[src/rtl/c2s_pkg.sv]
// Shared types, codes and constants of the cloud to scan range fuse block.
package c2s_pkg;

  typedef enum logic [1:0] {
    MODE_SCAN  = 2'd0,
    MODE_START = 2'd1,
    MODE_POINT = 2'd2,
    MODE_READ  = 2'd3
  } mode_e;

  typedef enum logic [2:0] {
    REG_Z_MIN       = 3'd0,
    REG_Z_MAX       = 3'd1,
    REG_INIT_RANGE  = 3'd2,
    REG_ANGLE_START = 3'd3,
    REG_ANGLE_STEP  = 3'd4,
    REG_YAW_OFFSET  = 3'd5,
    REG_FIRST_INDEX = 3'd6,
    REG_NUM_BINS    = 3'd7
  } reg_e;

  typedef enum logic [2:0] {
    F_IDLE,
    F_SQ,
    F_CORD,
    F_ANG,
    F_DIV,
    F_PUSH
  } front_state_e;

  typedef enum logic [1:0] {
    B_IDLE,
    B_UPD,
    B_RD,
    B_SWEEP
  } back_state_e;

  localparam int CORDIC_STEPS = 20;
  localparam int SQRT_STEPS   = 16;
  localparam int DIV_STEPS    = 19;
  localparam int Q_DEPTH      = 2;
  localparam logic signed [22:0] PI_Q20 = 23'sd3294199;
  localparam logic [17:0] DIST_PAD = 18'd50;

  typedef struct packed {
    logic signed [15:0] z_min;
    logic signed [15:0] z_max;
    logic [15:0]        init_range;
    logic signed [15:0] angle_start;
    logic [13:0]        angle_step;
    logic signed [15:0] yaw_offset;
    logic [11:0]        first_index;
    logic [10:0]        num_bins;
  } cfg_t;

  typedef struct packed {
    logic        fill;
    logic        scan_wr;
    logic        cloud_upd;
    logic        rd;
    logic        bin_ok;
    logic [11:0] addr;
    logic [15:0] data;
    logic [15:0] fill_val;
    logic [9:0]  bin_index;
  } op_t;

  function automatic logic [19:0] atan_q20(input logic [4:0] i);
    logic [19:0] v;
    case (i)
      5'd0:  v = 20'd823550;
      5'd1:  v = 20'd486170;
      5'd2:  v = 20'd256879;
      5'd3:  v = 20'd130396;
      5'd4:  v = 20'd65451;
      5'd5:  v = 20'd32757;
      5'd6:  v = 20'd16383;
      5'd7:  v = 20'd8192;
      5'd8:  v = 20'd4096;
      5'd9:  v = 20'd2048;
      5'd10: v = 20'd1024;
      5'd11: v = 20'd512;
      5'd12: v = 20'd256;
      5'd13: v = 20'd128;
      5'd14: v = 20'd64;
      5'd15: v = 20'd32;
      5'd16: v = 20'd16;
      5'd17: v = 20'd8;
      5'd18: v = 20'd4;
      5'd19: v = 20'd2;
      default: v = 20'd0;
    endcase
    return v;
  endfunction

endpackage

[src/rtl/c2s_fifo.sv]
// Short operation queue between front and back ends.
module c2s_fifo (
  input  logic         clk_i,
  input  logic         rst_ni,
  input  logic         push_i,
  input  c2s_pkg::op_t data_i,
  output logic         full_o,
  input  logic         pop_i,
  output c2s_pkg::op_t data_o,
  output logic         empty_o
);

  localparam int PW = $clog2(c2s_pkg::Q_DEPTH);
  localparam int CW = $clog2(c2s_pkg::Q_DEPTH + 1);

  c2s_pkg::op_t    mem_q [c2s_pkg::Q_DEPTH];
  logic [PW-1:0]   wptr_q, rptr_q;
  logic [CW-1:0]   cnt_q;
  logic            do_push, do_pop;

  assign full_o  = cnt_q == CW'(c2s_pkg::Q_DEPTH);
  assign empty_o = cnt_q == '0;
  assign do_push = push_i && !full_o;
  assign do_pop  = pop_i && !empty_o;
  assign data_o  = mem_q[rptr_q];

  always_ff @(posedge clk_i or negedge rst_ni) begin
    if (!rst_ni) begin
      wptr_q <= '0;
      rptr_q <= '0;
      cnt_q  <= '0;
    end else begin
      if (do_push) begin
        wptr_q <= (wptr_q == PW'(c2s_pkg::Q_DEPTH - 1)) ? '0 : wptr_q + 1'b1;
      end
      if (do_pop) begin
        rptr_q <= (rptr_q == PW'(c2s_pkg::Q_DEPTH - 1)) ? '0 : rptr_q + 1'b1;
      end
      cnt_q <= cnt_q + CW'(do_push) - CW'(do_pop);
    end
  end

  always_ff @(posedge clk_i) begin
    if (do_push) begin
      mem_q[wptr_q] <= data_i;
    end
  end

endmodule

[config.mk]
export PLATFORM = sky130hd
export DESIGN_NAME = c2s_fifo
export DESIGN_NICKNAME = d
export VERILOG_FILES = /design/src/rtl/c2s_pkg.sv /design/src/rtl/c2s_fifo.sv
export SDC_FILE = /design/constraint.sdc
export NUM_CORES = 1
export LEC_CHECK = 0
export BUFFER_PORTS_ARGS = -buffer_cell sky130_fd_sc_hd__buf_4
export CAP_MARGIN = 5
export CELL_PAD_IN_SITES_DETAIL_PLACEMENT = 1
export CELL_PAD_IN_SITES_GLOBAL_PLACEMENT = 2
export CORE_ASPECT_RATIO = 0.6
export CORE_UTILIZATION = 39
export DETAILED_ROUTE_END_ITERATION = 8
export MAX_ROUTING_LAYER = met4
export PLACE_DENSITY_LB_ADDON = 0.1
export SLEW_MARGIN = 20
export SYNTH_ARGS = -nofsm -noshare
export SYNTH_HDL_FRONTEND = slang
export SYNTH_SLANG_ARGS = --single-unit
[constraint.sdc]
create_clock -name clk_i -period 4.1 [get_ports clk_i]
set_clock_uncertainty 0.05 [all_clocks]
set_input_delay 0.82 -clock clk_i [delete_from_list [all_inputs] [get_ports clk_i]]
set_output_delay 0.82 -clock clk_i [all_outputs]
set_load 0.01 [all_outputs]
==> flow_metrics.env, run 1 <==
export IMPL_status="finished, final reports clean"
export IMPL_holdBufCountCts=0
export IMPL_num_vias=2310
export IMPL_worst_setup_path_end_kind="primary output"
export IMPL_layout_nets=405
export IMPL_powerDensity_nw_per_um2=765
export IMPL_htree_levels=4
export IMPL_use_met3=0.0683
export IMPL_post_dp_cell_area_um2=5830
export IMPL_critPathArrivalTime_ps=2010
export IMPL_io_buffers=123
export IMPL_register_area_um2=3650
export IMPL_clock_path_buffers=2
export IMPL_multiInputGateArea_um2=987
export IMPL_post_cts_buffers=0
export IMPL_critPathMaxFanout=37
export IMPL_layout_commonest_cell="buf_4"
export IMPL_n_fill_cell=1039
export IMPL_clkTransAtPathRegs_ps=60
export IMPL_grt_busiest_layer="met2"
export IMPL_required_ps=3230
export IMPL_syn_to_final_growth_pct=35.5
export IMPL_ir_worst_vdd_mv=0.515
export IMPL_io_pins=124
export IMPL_drt_total_wl_um=8890
export IMPL_tns_ps=0
export IMPL_slowest_stage="dfrtp_4"
export IMPL_whs_ps=155
export IMPL_cpPeakStageDelay_ps=740
export IMPL_p_leak_uw=0.00260
export IMPL_detail_route_antenna_nets=0
export IMPL_ys_warnings_count=0
export IMPL_clock_sinks=122
export IMPL_path_cells="buf_12 > mux2_4 > buf_4"
export IMPL_grt_pass1_wl_um=13100
export IMPL_clk_latency_ps=400
export IMPL_crit_type="reg2out"
export IMPL_drt_pass1_iterations=4
export IMPL_grt_max_degree=39
export IMPL_start_kind="flip-flop"
export IMPL_fin_crit_sh=0.703
export IMPL_routedWlPerCell_um=17.3
export IMPL_maxSlewHeadroom=0.494
export IMPL_via_per_inst=4.50
export IMPL_min_period_ps=2880
export IMPL_final_area_um2=6450
export IMPL_coreArea_um2=11600
export IMPL_start_util=0.410
export IMPL_gp_congestion=0.698
export IMPL_grt_setup_unrepaired="no"
export IMPL_numCtsBuffers=17
export IMPL_cts_tree="yes"
export IMPL_drc=0
export IMPL_grt_util_met1=0.196
export IMPL_grt_pass1_vias=2463
export IMPL_final_cell_mix="123 x buf_4, 118 x edfxtp_1, 59 x mux2_4"
export IMPL_finalSetupViolations=0
export IMPL_drive_above_1_share=0.620
export IMPL_worst_pin_slew_ps=758
export IMPL_hp_class="in2async"
export IMPL_drt_iter0_drc=134
export IMPL_report_final_slew_viol_count=0
export IMPL_post_cts_resized=0
export IMPL_insertedDiodeCount=0
export IMPL_syn_nets=267
export IMPL_dieArea_um2=12700
export IMPL_cts_root_buf="clkbuf_16"
export IMPL_synth_area_um2=4760
export IMPL_ys_seq_area_frac=0.765
export IMPL_antenna_found_initial=0
export IMPL_p_total_uw=4930
export IMPL_die_x_um=145
export IMPL_gr_usage_met2=0.207
export IMPL_final_core_util=0.556
export IMPL_gr_usage_all_layers=0.154
export IMPL_cap_violations=0
export IMPL_ys_types=14
export IMPL_die_y_um=87.6
export IMPL_postSynthCellCount=202
export IMPL_ys_seq_elements=122
export IMPL_overflow=0
export IMPL_fmaxAchievable_mhz=347
export IMPL_synth_area_per_cell_um2=23.6
export IMPL_finalHoldViolations=0
export IMPL_rows=30
export IMPL_hpwlAfterDp_um=5970
-- state kept, by name, summed over array words and instances (netlist names) --
register / cells
mem_q: 118
cnt_q: 2
rptr_q: 1
wptr_q: 1
-- cell type report --
| type | instances | area share |
|---|---|---|
| Multi-Input combinational cell | 71 | 0.153 |
| Sequential cell | 122 | 0.565 |
| Clock buffer | 17 | 0.0660 |
| Timing Repair Buffer | 126 | 0.152 |
| Tap cell | 160 | 0.0310 |
| Inverter | 2 | 0.00116 |
| Clock inverter | 15 | 0.0308 |
-- critical path, delay by kind of cell (launching register included) --
kind	cells	cell delay (ps)
buffers and inverters	2	500
DFF	1	740
muxes	1	350
-- cell usage after synthesis, drive strengths merged --
master | n | area, um2
xor2 | 1 | 8.76
buf | 7 | 131
nor2 | 2 | 7.51
xnor2 | 3 | 26.3
ha | 2 | 25.0
inv | 2 | 7.51
nor2b | 1 | 8.76
mux2 | 59 | 886
dfrtp | 4 | 100
nand2 | 1 | 3.75
edfxtp | 118 | 3540
nand2b | 1 | 6.26
and3 | 1 | 6.26
-- power breakdown --
part           leakage [uW]  internal, uW  switching [uW]
clock              0.000295          1020             533
sequential          0.00114          1710             145
combinational       0.00116           869             657
-- final timing paths --
check | startpoint | slack (ps) | cells past startpoint | end
worst min register to register | cnt_q[1]$_DFF_PN0_ | 460 | 1 | cnt_q[1]$_DFF_PN0_
worst min-delay path | rst_ni | 150 | 1 | cnt_q[0]$_DFF_PN0_
worst max-delay path | rptr_q$_DFFE_PN0P_ | 1220 | 3 | data_o[41]
max in group asynchronous | rst_ni | 3720 | 1 | rptr_q$_DFFE_PN0P_
min in group clk_i | cnt_q[1]$_DFF_PN0_ | 460 | 1 | cnt_q[1]$_DFF_PN0_
worst max register to register | cnt_q[0]$_DFF_PN0_ | 2130 | 4 | mem_q[0][48]$_DFFE_PP_
-- routing by layer --
metal	part of all wire	up-vias
li1	-	1073
met2	0.43	79
met4	0.012	0
met5	0	-
met1	0.47	1150
met3	0.085	8
-- through the flow --
stage / cells / setup slack [ps]
final: 513 / 1220
after global placement: 481 / 1610
after detailed placement: 481 / 1620
after CTS: 513 / 1170
after global routing: 513 / 1130
after floorplan: 202 / 190
-- kinds of logic after synthesis --
group                      synth area share
and+or+nand+nor                     0.00683
muxes                                 0.186
DFF                                   0.765
adders and majority gates           0.00526
buffers and inverters                0.0292
xor gates and xnor gates            0.00736
Power figures use the tool's default switching activity.
==> run 2: changes to the inputs <==
Settings changed: ABC_AREA set to 1, CORE_UTILIZATION 39 to 34.
Clock period 4.1 ns to 2.7 ns, I/O delays scaled along.
==> flow_metrics.env, run 2 <==
export IMPL_ys_seq_area_frac=0.796
export IMPL_worst_slack_ps=301
export IMPL_gr_usage_all_layers=0.169
export IMPL_top_register="mem_q"
export IMPL_fmaxAchievable_mhz=417
export IMPL_fin_crit_sh=0.888
export IMPL_die_x_um=152
export IMPL_maxSlewHeadroom=0.656
export IMPL_synth_area_um2=4580
export IMPL_drive_above_1_share=0.332
export IMPL_cp_top_family="flip-flops"
export IMPL_dieArea_um2=13900
export IMPL_cts_tree="yes"
export IMPL_holdBufCountCts=1
export IMPL_coreArea_um2=13000
export IMPL_ys_types=11
export IMPL_dominantRegCellSynth="edfxtp_1"
export IMPL_clkTransAtPathRegs_ps=60
export IMPL_status="finished, final reports clean"
export IMPL_detail_route_antenna_nets=0
export IMPL_worst_setup_path_end_kind="primary output"
export IMPL_clkPwrFrac=0.324
export IMPL_via_per_inst=4.41
export IMPL_finalSetupViolations=0
export IMPL_antenna_found_initial=0
export IMPL_slowest_stage="dfrtp_2"
export IMPL_start_kind="flip-flop"
export IMPL_power_frac_seq=0.367
export IMPL_gp_congestion=0.718
export IMPL_syn_nets=407
export IMPL_routedWlPerCell_um=16.0
export IMPL_crit_type="reg2out"
export IMPL_synth_most_common_cell="nand2_1"
export IMPL_largest_register_ffs=118
export IMPL_clk_latency_ps=400
export IMPL_clock_sinks=122
export IMPL_critPathMaxFanout=31
export IMPL_finalHoldViolations=0
export IMPL_required_ps=2110
export IMPL_path_cells="buf_4 > nand2_1 > nand2_1 > buf_4"
export IMPL_die_y_um=91.9
export IMPL_p_leak_uw=0.00273
export IMPL_layout_commonest_cell="nand2_1"
export IMPL_multiInputGateArea_um2=769
export IMPL_worst_pin_slew_ps=515
export IMPL_drt_pass1_iterations=4
export IMPL_start_util=0.353
export IMPL_powerDensity_nw_per_um2=1180
export IMPL_hpwlAfterDp_um=6730
export IMPL_synth_edf_count=118
export IMPL_grt_max_degree=61
export IMPL_report_final_slew_viol_count=0
export IMPL_layout_nets=543
export IMPL_p_int_uw=5140
export IMPL_ir_worst_vdd_mv=0.513
export IMPL_power_frac_comb=0.309
export IMPL_io_buffers=123
export IMPL_num_vias=2917
export IMPL_cap_violations=0
export IMPL_htree_levels=4
export IMPL_hp_class="in2reg"
export IMPL_n_fill_cell=1366
export IMPL_synth_area_per_cell_um2=13.4
export IMPL_overflow=0
export IMPL_syn_to_final_growth_pct=37.9
export IMPL_swShare=0.311
export IMPL_power_switching_uw=2320
export IMPL_drt_iter0_drc=79
export IMPL_tns_ps=0
export IMPL_io_pins=124
export IMPL_grt_pass1_wl_um=16600
export IMPL_yosys_top_cells_count="190 x nand2_1, 118 x edfxtp_1, 10 x inv_1"
export IMPL_register_area_um2=3640
export IMPL_synth_top_area_frac=0.774
export IMPL_insertedDiodeCount=0
export IMPL_critPathArrivalTime_ps=1810
export IMPL_drt_total_wl_um=10600
export IMPL_rows=32
export IMPL_ys_warnings_count=0
export IMPL_cpPeakStageDelay_ps=620
export IMPL_final_cell_mix="190 x nand2_1, 127 x buf_4, 118 x edfxtp_1"
export IMPL_crit_buf_inv=2
export IMPL_post_cts_resized=0
export IMPL_ys_seq_elements=122
export IMPL_yosysTopAreaCell="edfxtp_1"
export IMPL_grt_setup_unrepaired="no"
export IMPL_postSynthCellCount=342
export IMPL_top_regs="mem_q x118, cnt_q x2"
export IMPL_drc=0
export IMPL_synth_area_leaders="edfxtp_1 77%, nand2_1 16%, dfrtp_1 2.2%"
export IMPL_numCtsBuffers=17
export IMPL_post_cts_buffers=0
export IMPL_async_flop_share=0.0328
export IMPL_clock_path_buffers=2
export IMPL_cts_root_buf="clkbuf_16"
export IMPL_min_period_ps=2400
export IMPL_place_ws_ps=684
export IMPL_grt_pass1_vias=3092
==> run 2: worst paths after layout <==
kind                                    startpoint                     end  slack (ps)  depth (start not counted)
min in group asynchronous                   rst_ni      wptr_q$_DFFE_PN0P_         440                          2
max in group asynchronous                   rst_ni      rptr_q$_DFFE_PN0P_        2040                          2
worst max-delay path            rptr_q$_DFFE_PN0P_              data_o[27]         300                          4
worst min register to register  wptr_q$_DFFE_PN0P_      wptr_q$_DFFE_PN0P_         430                          2
worst min-delay path                    data_i[15]  mem_q[0][15]$_DFFE_PP_         260                          1
worst max register to register  cnt_q[1]$_DFF_PN0_  mem_q[0][42]$_DFFE_PP_        1040                          4
==> run 2: worst register-to-register path: cells and delay by family (launching register included) <==
kind / cells / cell delay (ps)
flip-flops: 1 / 390
AND/OR/NAND/NOR: 2 / 260
buffers and inverters: 2 / 670
==> run 2: per-stage QoR <==
| stage | total power, uW | std cells | utilization | cell area [um2] | hold slack [ps] |
|---|---|---|---|---|---|
| floorplan | 4020 | 342 | - | 4580 | 194 |
| global placement | 5090 | 628 | 0.437 | 5670 | 293 |
| detailed placement | 5140 | 628 | 0.437 | 5670 | 293 |
| CTS | 7620 | 661 | 0.486 | 6310 | 237 |
| global route | 7920 | 661 | 0.486 | 6310 | 238 |
| finish | 7460 | 661 | 0.486 | 6310 | 264 |
==> run 2: logic make-up (layout without fill, tap and decap cells) <==
family | count (synthesis) | count (layout) | share of synthesized area
simple gates | 194 | 194 | 0.161
fa+ha+maj | 2 | 2 | 0.00547
buf+inv | 24 | 173 | 0.0377
flops | 122 | 122 | 0.796
==> run 2: power by group through the flow <==
stage	registers, uW	clock network (uW)	logic (uW)
after floorplan	2720	0	1300
after global placement	2760	0	2330
after detailed placement	2780	0	2360
after CTS	2740	2490	2380
after global routing	2780	2560	2580
final	2740	2420	2300
==> run 2: layout make-up <==
class,instances,share of cell area
timing repair buffer,130,0.159
tap,170,0.0337
clock buffer,18,0.0680
multi-input combinational,196,0.122
clock inverter,14,0.0321
sequential,122,0.578
inverter,11,0.00773
==> run 2: metal layers <==
layer  wire length [um]  track usage  vias up
li1                   -            -     1419
met1               5000        0.209     1393
met2               4640        0.241       89
met3                746       0.0728       16
met4                162       0.0700        0
met5                  0            -        -
