## src/rtl/c2s_pkg.sv

```systemverilog
// Shared types, codes and constants of the cloud to scan range fuse block.
package c2s_pkg;

  typedef enum logic [1:0] {
    MODE_SCAN  = 2'd0,
    MODE_START = 2'd1,
    MODE_POINT = 2'd2,
    MODE_READ  = 2'd3
  } mode_e;

  typedef enum logic [2:0] {
    REG_Z_MIN       = 3'd0,
    REG_Z_MAX       = 3'd1,
    REG_INIT_RANGE  = 3'd2,
    REG_ANGLE_START = 3'd3,
    REG_ANGLE_STEP  = 3'd4,
    REG_YAW_OFFSET  = 3'd5,
    REG_FIRST_INDEX = 3'd6,
    REG_NUM_BINS    = 3'd7
  } reg_e;

  typedef enum logic [2:0] {
    F_IDLE,
    F_SQ,
    F_CORD,
    F_ANG,
    F_DIV,
    F_PUSH
  } front_state_e;

  typedef enum logic [1:0] {
    B_IDLE,
    B_UPD,
    B_RD,
    B_SWEEP
  } back_state_e;

  localparam int CORDIC_STEPS = 20;
  localparam int SQRT_STEPS   = 16;
  localparam int DIV_STEPS    = 19;
  localparam int Q_DEPTH      = 2;
  localparam logic signed [22:0] PI_Q20 = 23'sd3294199;
  localparam logic [17:0] DIST_PAD = 18'd50;

  typedef struct packed {
    logic signed [15:0] z_min;
    logic signed [15:0] z_max;
    logic [15:0]        init_range;
    logic signed [15:0] angle_start;
    logic [13:0]        angle_step;
    logic signed [15:0] yaw_offset;
    logic [11:0]        first_index;
    logic [10:0]        num_bins;
  } cfg_t;

  typedef struct packed {
    logic        fill;
    logic        scan_wr;
    logic        cloud_upd;
    logic        rd;
    logic        bin_ok;
    logic [11:0] addr;
    logic [15:0] data;
    logic [15:0] fill_val;
    logic [9:0]  bin_index;
  } op_t;

  function automatic logic [19:0] atan_q20(input logic [4:0] i);
    logic [19:0] v;
    case (i)
      5'd0:  v = 20'd823550;
      5'd1:  v = 20'd486170;
      5'd2:  v = 20'd256879;
      5'd3:  v = 20'd130396;
      5'd4:  v = 20'd65451;
      5'd5:  v = 20'd32757;
      5'd6:  v = 20'd16383;
      5'd7:  v = 20'd8192;
      5'd8:  v = 20'd4096;
      5'd9:  v = 20'd2048;
      5'd10: v = 20'd1024;
      5'd11: v = 20'd512;
      5'd12: v = 20'd256;
      5'd13: v = 20'd128;
      5'd14: v = 20'd64;
      5'd15: v = 20'd32;
      5'd16: v = 20'd16;
      5'd17: v = 20'd8;
      5'd18: v = 20'd4;
      5'd19: v = 20'd2;
      default: v = 20'd0;
    endcase
    return v;
  endfunction

endpackage

```

## src/rtl/c2s_front.sv

```systemverilog
// Front end: accepts items, classifies them and computes point bin and distance.
module c2s_front #(
  parameter int MAX_BINS = 1024
) (
  input  logic                clk_i,
  input  logic                rst_ni,
  input  c2s_pkg::cfg_t       cfg_i,
  input  logic                push,
  output logic                full,
  input  logic [1:0]          mode_i,
  input  logic [11:0]         sample_index_i,
  input  logic [15:0]         range_mm_i,
  input  logic signed [15:0]  point_x_i,
  input  logic signed [15:0]  point_y_i,
  input  logic signed [15:0]  point_z_i,
  input  logic                point_valid_i,
  input  logic                q_full_i,
  output logic                q_push_o,
  output c2s_pkg::op_t        q_data_o
);

  c2s_pkg::front_state_e state_q, state_d;
  logic               seen_q;
  logic [4:0]         cnt_q, cnt_d;
  logic [30:0]        xx_q, yy_q;
  logic signed [34:0] cx_q, cy_q, cx_d, cy_d;
  logic signed [22:0] z_q, z_d;
  logic               xneg_q, yneg_q, orig_q;
  logic signed [16:0] off_q;
  logic [13:0]        step_q;
  logic [12:0]        nb_q;
  logic [31:0]        r_q, rem_q, bit_q, r_d, rem_d, bit_d;
  logic [18:0]        dvd_q, dvd_d;
  logic [13:0]        drem_q, drem_d;
  logic               neg_q;
  logic [15:0]        dist_q;

  logic        accept;
  logic [12:0] nb;
  logic [11:0] idx_off;
  logic        win, take, direct;
  logic [16:0] ax, ay;
  c2s_pkg::op_t op;
  logic signed [34:0] dx, dy;
  logic [31:0] trial;
  logic signed [22:0] zm, zs;
  logic signed [25:0] num, amag;
  logic [16:0] rr;
  logic [17:0] dsum;
  logic [14:0] dtrial;
  logic        ok;

  assign nb = ({2'b0, cfg_i.num_bins} > 13'(MAX_BINS)) ? 13'(MAX_BINS)
                                                       : {2'b0, cfg_i.num_bins};
  assign full   = (state_q != c2s_pkg::F_IDLE) || q_full_i;
  assign accept = push && !full;
  assign idx_off = sample_index_i - cfg_i.first_index;
  assign win = (sample_index_i >= cfg_i.first_index) && ({1'b0, idx_off} < nb);
  assign take = seen_q && point_valid_i && (point_z_i >= cfg_i.z_min)
                && (point_z_i <= cfg_i.z_max);
  assign ax = point_x_i[15] ? -{point_x_i[15], point_x_i} : {point_x_i[15], point_x_i};
  assign ay = point_y_i[15] ? -{point_y_i[15], point_y_i} : {point_y_i[15], point_y_i};
  assign ok = (!neg_q || (dvd_q == '0)) && (dvd_q < 19'(nb_q));

  always_comb begin
    op = '0;
    direct = 1'b0;
    case (c2s_pkg::mode_e'(mode_i))
      c2s_pkg::MODE_SCAN: begin
        op.fill     = !seen_q;
        op.fill_val = cfg_i.init_range;
        op.scan_wr  = win;
        op.addr     = idx_off;
        op.data     = range_mm_i;
        direct      = !seen_q || win;
      end
      c2s_pkg::MODE_START: begin
        op.fill     = 1'b1;
        op.fill_val = cfg_i.init_range;
        direct      = seen_q;
      end
      c2s_pkg::MODE_READ: begin
        op.rd        = 1'b1;
        op.bin_ok    = {1'b0, sample_index_i} < nb;
        op.addr      = sample_index_i;
        op.bin_index = sample_index_i[9:0];
        direct       = 1'b1;
      end
      default: begin
        direct = 1'b0;
      end
    endcase
  end

  always_comb begin
    state_d = state_q;
    unique case (state_q)
      c2s_pkg::F_IDLE: begin
        if (accept && (c2s_pkg::mode_e'(mode_i) == c2s_pkg::MODE_POINT) && take) begin
          state_d = c2s_pkg::F_SQ;
        end
      end
      c2s_pkg::F_SQ:   state_d = c2s_pkg::F_CORD;
      c2s_pkg::F_CORD: begin
        if (cnt_q == 5'(c2s_pkg::CORDIC_STEPS - 1)) begin
          state_d = c2s_pkg::F_ANG;
        end
      end
      c2s_pkg::F_ANG:  state_d = c2s_pkg::F_DIV;
      c2s_pkg::F_DIV: begin
        if (cnt_q == 5'(c2s_pkg::DIV_STEPS - 1)) begin
          state_d = c2s_pkg::F_PUSH;
        end
      end
      c2s_pkg::F_PUSH: begin
        if (!ok || !q_full_i) begin
          state_d = c2s_pkg::F_IDLE;
        end
      end
      default: state_d = c2s_pkg::F_IDLE;
    endcase
  end

  always_comb begin
    q_push_o = 1'b0;
    q_data_o = op;
    unique case (state_q)
      c2s_pkg::F_IDLE: q_push_o = accept && direct;
      c2s_pkg::F_PUSH: begin
        q_push_o          = ok && !q_full_i;
        q_data_o          = '0;
        q_data_o.cloud_upd = 1'b1;
        q_data_o.addr     = dvd_q[11:0];
        q_data_o.data     = dist_q;
      end
      default: q_push_o = 1'b0;
    endcase
  end

  always_comb begin
    cnt_d = cnt_q + 5'd1;
    if ((state_q == c2s_pkg::F_SQ) || (state_q == c2s_pkg::F_ANG)) begin
      cnt_d = '0;
    end
    dx = cy_q >>> cnt_q;
    dy = cx_q >>> cnt_q;
    if (cy_q >= 0) begin
      cx_d = cx_q + dx;
      cy_d = cy_q - dy;
      z_d  = z_q + $signed({3'b0, c2s_pkg::atan_q20(cnt_q)});
    end else begin
      cx_d = cx_q - dx;
      cy_d = cy_q + dy;
      z_d  = z_q - $signed({3'b0, c2s_pkg::atan_q20(cnt_q)});
    end
    trial = r_q + bit_q;
    r_d   = r_q;
    rem_d = rem_q;
    bit_d = bit_q;
    if (cnt_q < 5'(c2s_pkg::SQRT_STEPS)) begin
      if (rem_q >= trial) begin
        rem_d = rem_q - trial;
        r_d   = (r_q >> 1) + bit_q;
      end else begin
        r_d = r_q >> 1;
      end
      bit_d = bit_q >> 2;
    end
    zm   = orig_q ? 23'sd0 : (xneg_q ? c2s_pkg::PI_Q20 - z_q : z_q);
    zs   = yneg_q ? -zm : zm;
    num  = {{3{zs[22]}}, zs} - {{2{off_q[16]}}, off_q, 7'b0};
    amag = num[25] ? -num : num;
    rr   = r_q[16:0] + 17'(rem_q > r_q);
    dsum = {1'b0, rr} + c2s_pkg::DIST_PAD;
    dtrial = {drem_q, dvd_q[18]};
    if (dtrial >= {1'b0, step_q}) begin
      drem_d = 14'(dtrial - {1'b0, step_q});
      dvd_d  = {dvd_q[17:0], 1'b1};
    end else begin
      drem_d = dtrial[13:0];
      dvd_d  = {dvd_q[17:0], 1'b0};
    end
  end

  always_ff @(posedge clk_i or negedge rst_ni) begin
    if (!rst_ni) begin
      state_q <= c2s_pkg::F_IDLE;
      seen_q  <= 1'b0;
      cnt_q   <= '0;
    end else begin
      state_q <= state_d;
      if (accept && (c2s_pkg::mode_e'(mode_i) == c2s_pkg::MODE_SCAN)) begin
        seen_q <= 1'b1;
      end
      cnt_q <= cnt_d;
    end
  end

  always_ff @(posedge clk_i) begin
    unique case (state_q)
      c2s_pkg::F_IDLE: begin
        xx_q   <= 31'(point_x_i * point_x_i);
        yy_q   <= 31'(point_y_i * point_y_i);
        cx_q   <= $signed({2'b0, ax, 16'b0});
        cy_q   <= $signed({2'b0, ay, 16'b0});
        xneg_q <= point_x_i[15];
        yneg_q <= point_y_i[15];
        orig_q <= (point_x_i == '0) && (point_y_i == '0);
        off_q  <= $signed({cfg_i.angle_start[15], cfg_i.angle_start})
                  + $signed({cfg_i.yaw_offset[15], cfg_i.yaw_offset});
        step_q <= (cfg_i.angle_step == '0) ? 14'd1 : cfg_i.angle_step;
        nb_q   <= nb;
      end
      c2s_pkg::F_SQ: begin
        rem_q <= {1'b0, xx_q} + {1'b0, yy_q};
        r_q   <= '0;
        bit_q <= 32'h4000_0000;
        z_q   <= '0;
      end
      c2s_pkg::F_CORD: begin
        cx_q  <= cx_d;
        cy_q  <= cy_d;
        z_q   <= z_d;
        r_q   <= r_d;
        rem_q <= rem_d;
        bit_q <= bit_d;
      end
      c2s_pkg::F_ANG: begin
        neg_q  <= num[25];
        dvd_q  <= amag[25:7];
        drem_q <= '0;
        dist_q <= (dsum[17:16] != 2'b0) ? 16'hFFFF : dsum[15:0];
      end
      c2s_pkg::F_DIV: begin
        dvd_q  <= dvd_d;
        drem_q <= drem_d;
      end
      default: begin
        neg_q <= neg_q;
      end
    endcase
  end

endmodule

```

## config.mk

```make
export PLATFORM = sky130hd
export DESIGN_NAME = c2s_front
export DESIGN_NICKNAME = d
export VERILOG_FILES = /design/src/rtl/c2s_pkg.sv /design/src/rtl/c2s_front.sv
export SDC_FILE = /design/constraint.sdc
export NUM_CORES = 2
export LEC_CHECK = 0
export BUFFER_PORTS_ARGS = -buffer_cell sky130_fd_sc_hd__clkbuf_2
export CAP_MARGIN = 20
export CORE_ASPECT_RATIO = 2
export CORE_MARGIN = 1.5
export CORE_UTILIZATION = 40
export CTS_BUF_LIST = sky130_fd_sc_hd__clkbuf_16
export DETAILED_ROUTE_END_ITERATION = 8
export GPL_ROUTABILITY_DRIVEN = 0
export PLACE_DENSITY = 0.56
export SLEW_MARGIN = 30
export SYNTH_ARGS = -nofsm -noshare
export SYNTH_HDL_FRONTEND = slang
export SYNTH_SLANG_ARGS = --single-unit
```

## constraint.sdc

```tcl
create_clock -name clk_i -period 10.55 [get_ports clk_i]
set_clock_uncertainty 0.15 [all_clocks]
set_input_delay 0.5275 -clock clk_i [delete_from_list [all_inputs] [get_ports clk_i]]
set_output_delay 0.5275 -clock clk_i [all_outputs]
set_load 0.02 [all_outputs]
```

==> impl_metrics.yaml <==
run_status:
  status: "complete, but fails checks"
  violations: "DRC"
clocking:
  cts_max_level: 2
  cts_root_buf: "clkbuf_16"
  clock_path_buffers: 3
  numCtsBuffers: 40
  cts.sink_count: 337
  clkLatencyLatePin_ns: 0.62
  cts_tree: "done"
  clkTransAtPathRegs_ns: 0.07
  postCtsSetupBuffers: 0
global_routing:
  grt_pass1_vias: 46931
  grt_pass1_wl_um: 265800
  grt_max_degree: 68
  grt_usage: 0.2552
  antenna_found_initial: 8
  grt-ovfl-total: 0
timing:
  period_needed_ns: 7.699
  tns_ns: 0
  drv_slew: 0
  worstMarginPinSlew_ns: 1.003
  setup_violations: 0
  rsz0062_at_grt: "false"
  slew_headroom: 0.3257
  post-route-period-util: 0.7298
  hold_violations: 0
  fmax_mhz: 129.9
place:
  port_buffers: 260
  place_hpwl_um: 140600
synth:
  synth_nets: 7231
  synthAdderAreaFrac: 0.3003
  synth_top_family_by_area: "adder cells"
  post_synth_and_or_nand_nor_area_fraction: 0.1509
  synth_cells: 6026
  synth_mux_area_frac: 0.05252
  synth_ff_type: "edfxtp_1"
  synthXorXnorAreaFrac: 0.07685
  seq_area_frac_synth: 0.1876
  synth_edf_count: 328
  synth-warning-count: 0
  synth.distinct_cells: 111
  syn_avg_cell_area_um2: 8.910
  async_reset_ff_frac: 0.02671
  synth_compound_area_frac: 0.1548
  syn_area_um2: 53690
  ys_seq_elements: 337
drt:
  ant_nets: 0
  drt_iter0_drc: 2814
  drt-total-wl_um: 175100
  routedWlPerCell_um: 22.13
  vias_per_cell: 5.691
  vias: 45032
  drc: 1
  dr.pass1.iters: 9
finish:
  final_common_cell: "inv_1"
  layout-drive-gt1-share: 0.08708
  fillers: 13361
  final_cell_mix: "inv_1, ha_1, nand2_1"
  area_growth_pct: 7.821
  fin_nets: 7353
die:
  rows: 190
  initial_core_util: 0.4019
  core_um2: 133600
  die_area_um2: 136600
  die_w_um: 262.1
  boundaryPins: 261
  die_h_um: 521.1
setup_path:
  crit_slowest_cell: "dfrtp_4"
  crit_type: "reg -> reg"
  end_kind: "register"
  worst_ep_required_time_ns: 10.85
  start_kind: "register"
  crit_path_max_fanout: 67
  cp.arrival_ns: 8.00
  slowest_delay_ns: 1.04
  cpMostUsedCell: "a21oi_1"
  cp_cell_sequence: "buf_4 -> mux4_2 -> o221a_2 -> a221oi_2 -> or3b_1 -> nand4b_1 -> nor2_1 -> nor3b_1 -> a21oi_1 -> o221ai_1 -> ha_1 -> a211oi_1 -> o21ai_0 -> a21oi_1 -> o31ai_1 -> a31oi_1 -> o211ai_1 -> a41oi_1 -> a21oi_1 -> xnor3_1 -> nor2_1"
job:
  maxCapViolCount: 0
hold_path:
  hold_path_class: "in -> reg"
==> cells by family after synthesis <==
group / Yosys count
multiplexers: 187
AO/OA/AOI/OAI: 1281
AND/OR/NAND/NOR: 1697
XOR/XNOR: 468
flip-flops: 337
adder cells (fa/ha/maj): 1005
buffers and inverters: 1051
==> critical path, delay by kind of cell (launching register included) <==
family,cells,cell delay [ns]
DFF,1,1.04
muxes,1,0.69
adders and majority gates,1,0.40
AOI/OAI and AO/OA,12,3.22
buffers and inverters,1,0.46
and+or+nand+nor,5,1.31
xor gates and xnor gates,1,0.23
==> Yosys cell counts (all sizes together) (91+ instances only) <==
library cell    n  area (um2)
nor2          457        1715
a21oi         309        1546
a21o          130       975.9
and2          111       694.4
nor3           91       465.5
o21ai         311        1556
inv           802        3010
fa            473        9469
xnor2         309        2706
nand3         113       578.1
edfxtp        328        9849
clkbuf        173       649.4
ha            532        6656
nand2         523        1963
xor2          157        1375
==> routing by layer <==
| metal | global-route usage | share of wire |
|---|---|---|
| met2 | 0.4888 | 0.54 |
| met1 | 0.2413 | 0.33 |
| met4 | 0.1849 | 0.085 |
| met3 | 0.03637 | 0.046 |
| met5 | 0 | 0.00014 |
==> stage by stage <==
stage	setup slack (ns)	std cells	utilization	hold WS [ns]	instance area, um2
global placement	2.308	7820	0.4225	0.2941	56450
detailed placement	2.238	7822	0.4228	0.3013	56490
global route	2.407	7908	0.4332	0.01015	57880
floorplan	3.489	6026	-	0.08191	53690
CTS	2.858	7906	0.4330	0.004705	57850
finish	2.851	7913	0.4333	0.02205	57890
==> timing repair <==
item | CTS | global route
hold buffers | 12 | 0
resized for setup | 0 | 0
hold endpoints to repair | 20 | 0
==> final timing paths <==
kind / endpoint / start / depth (start not counted) / slack, ns
max in group asynchronous: cnt_q[2] / rst_ni / 2 / 9.70
max reg2reg: cx_q[34] / cnt_q[2] / 21 / 2.85
min: step_q[13] / cfg_i[52] / 1 / 0.02
max: cx_q[34] / cnt_q[2] / 21 / 2.85
min in group asynchronous: cnt_q[3] / rst_ni / 2 / 0.22
min reg2reg: seen_q / seen_q / 1 / 0.38
==> registers in the layout (all words and copies together) (netlist names), 19 cells and up <==
register	cells
cx_q	35
cy_q	35
dvd_q	19
r_q	32
rem_q	32
xx_q	30
yy_q	30
z_q	23
==> layout make-up <==
class / count / area, um2 / share of cell area
clock buffers: 40 / 1001 / 0.01729
repair buffers: 316 / 1769 / 0.03056
well taps: 1728 / 2162 / 0.03735
diodes: 7 / 17.52 / 0.0003026
clock inverters: 32 / 240.2 / 0.004150
inverters: 815 / 3064 / 0.05293
flip-flops and latches: 337 / 10090 / 0.1742
multi-input cells: 4638 / 39550 / 0.6832
Power is not shown: default switching activity piles up to over one toggle a cycle in this logic, so the estimate is an artifact.
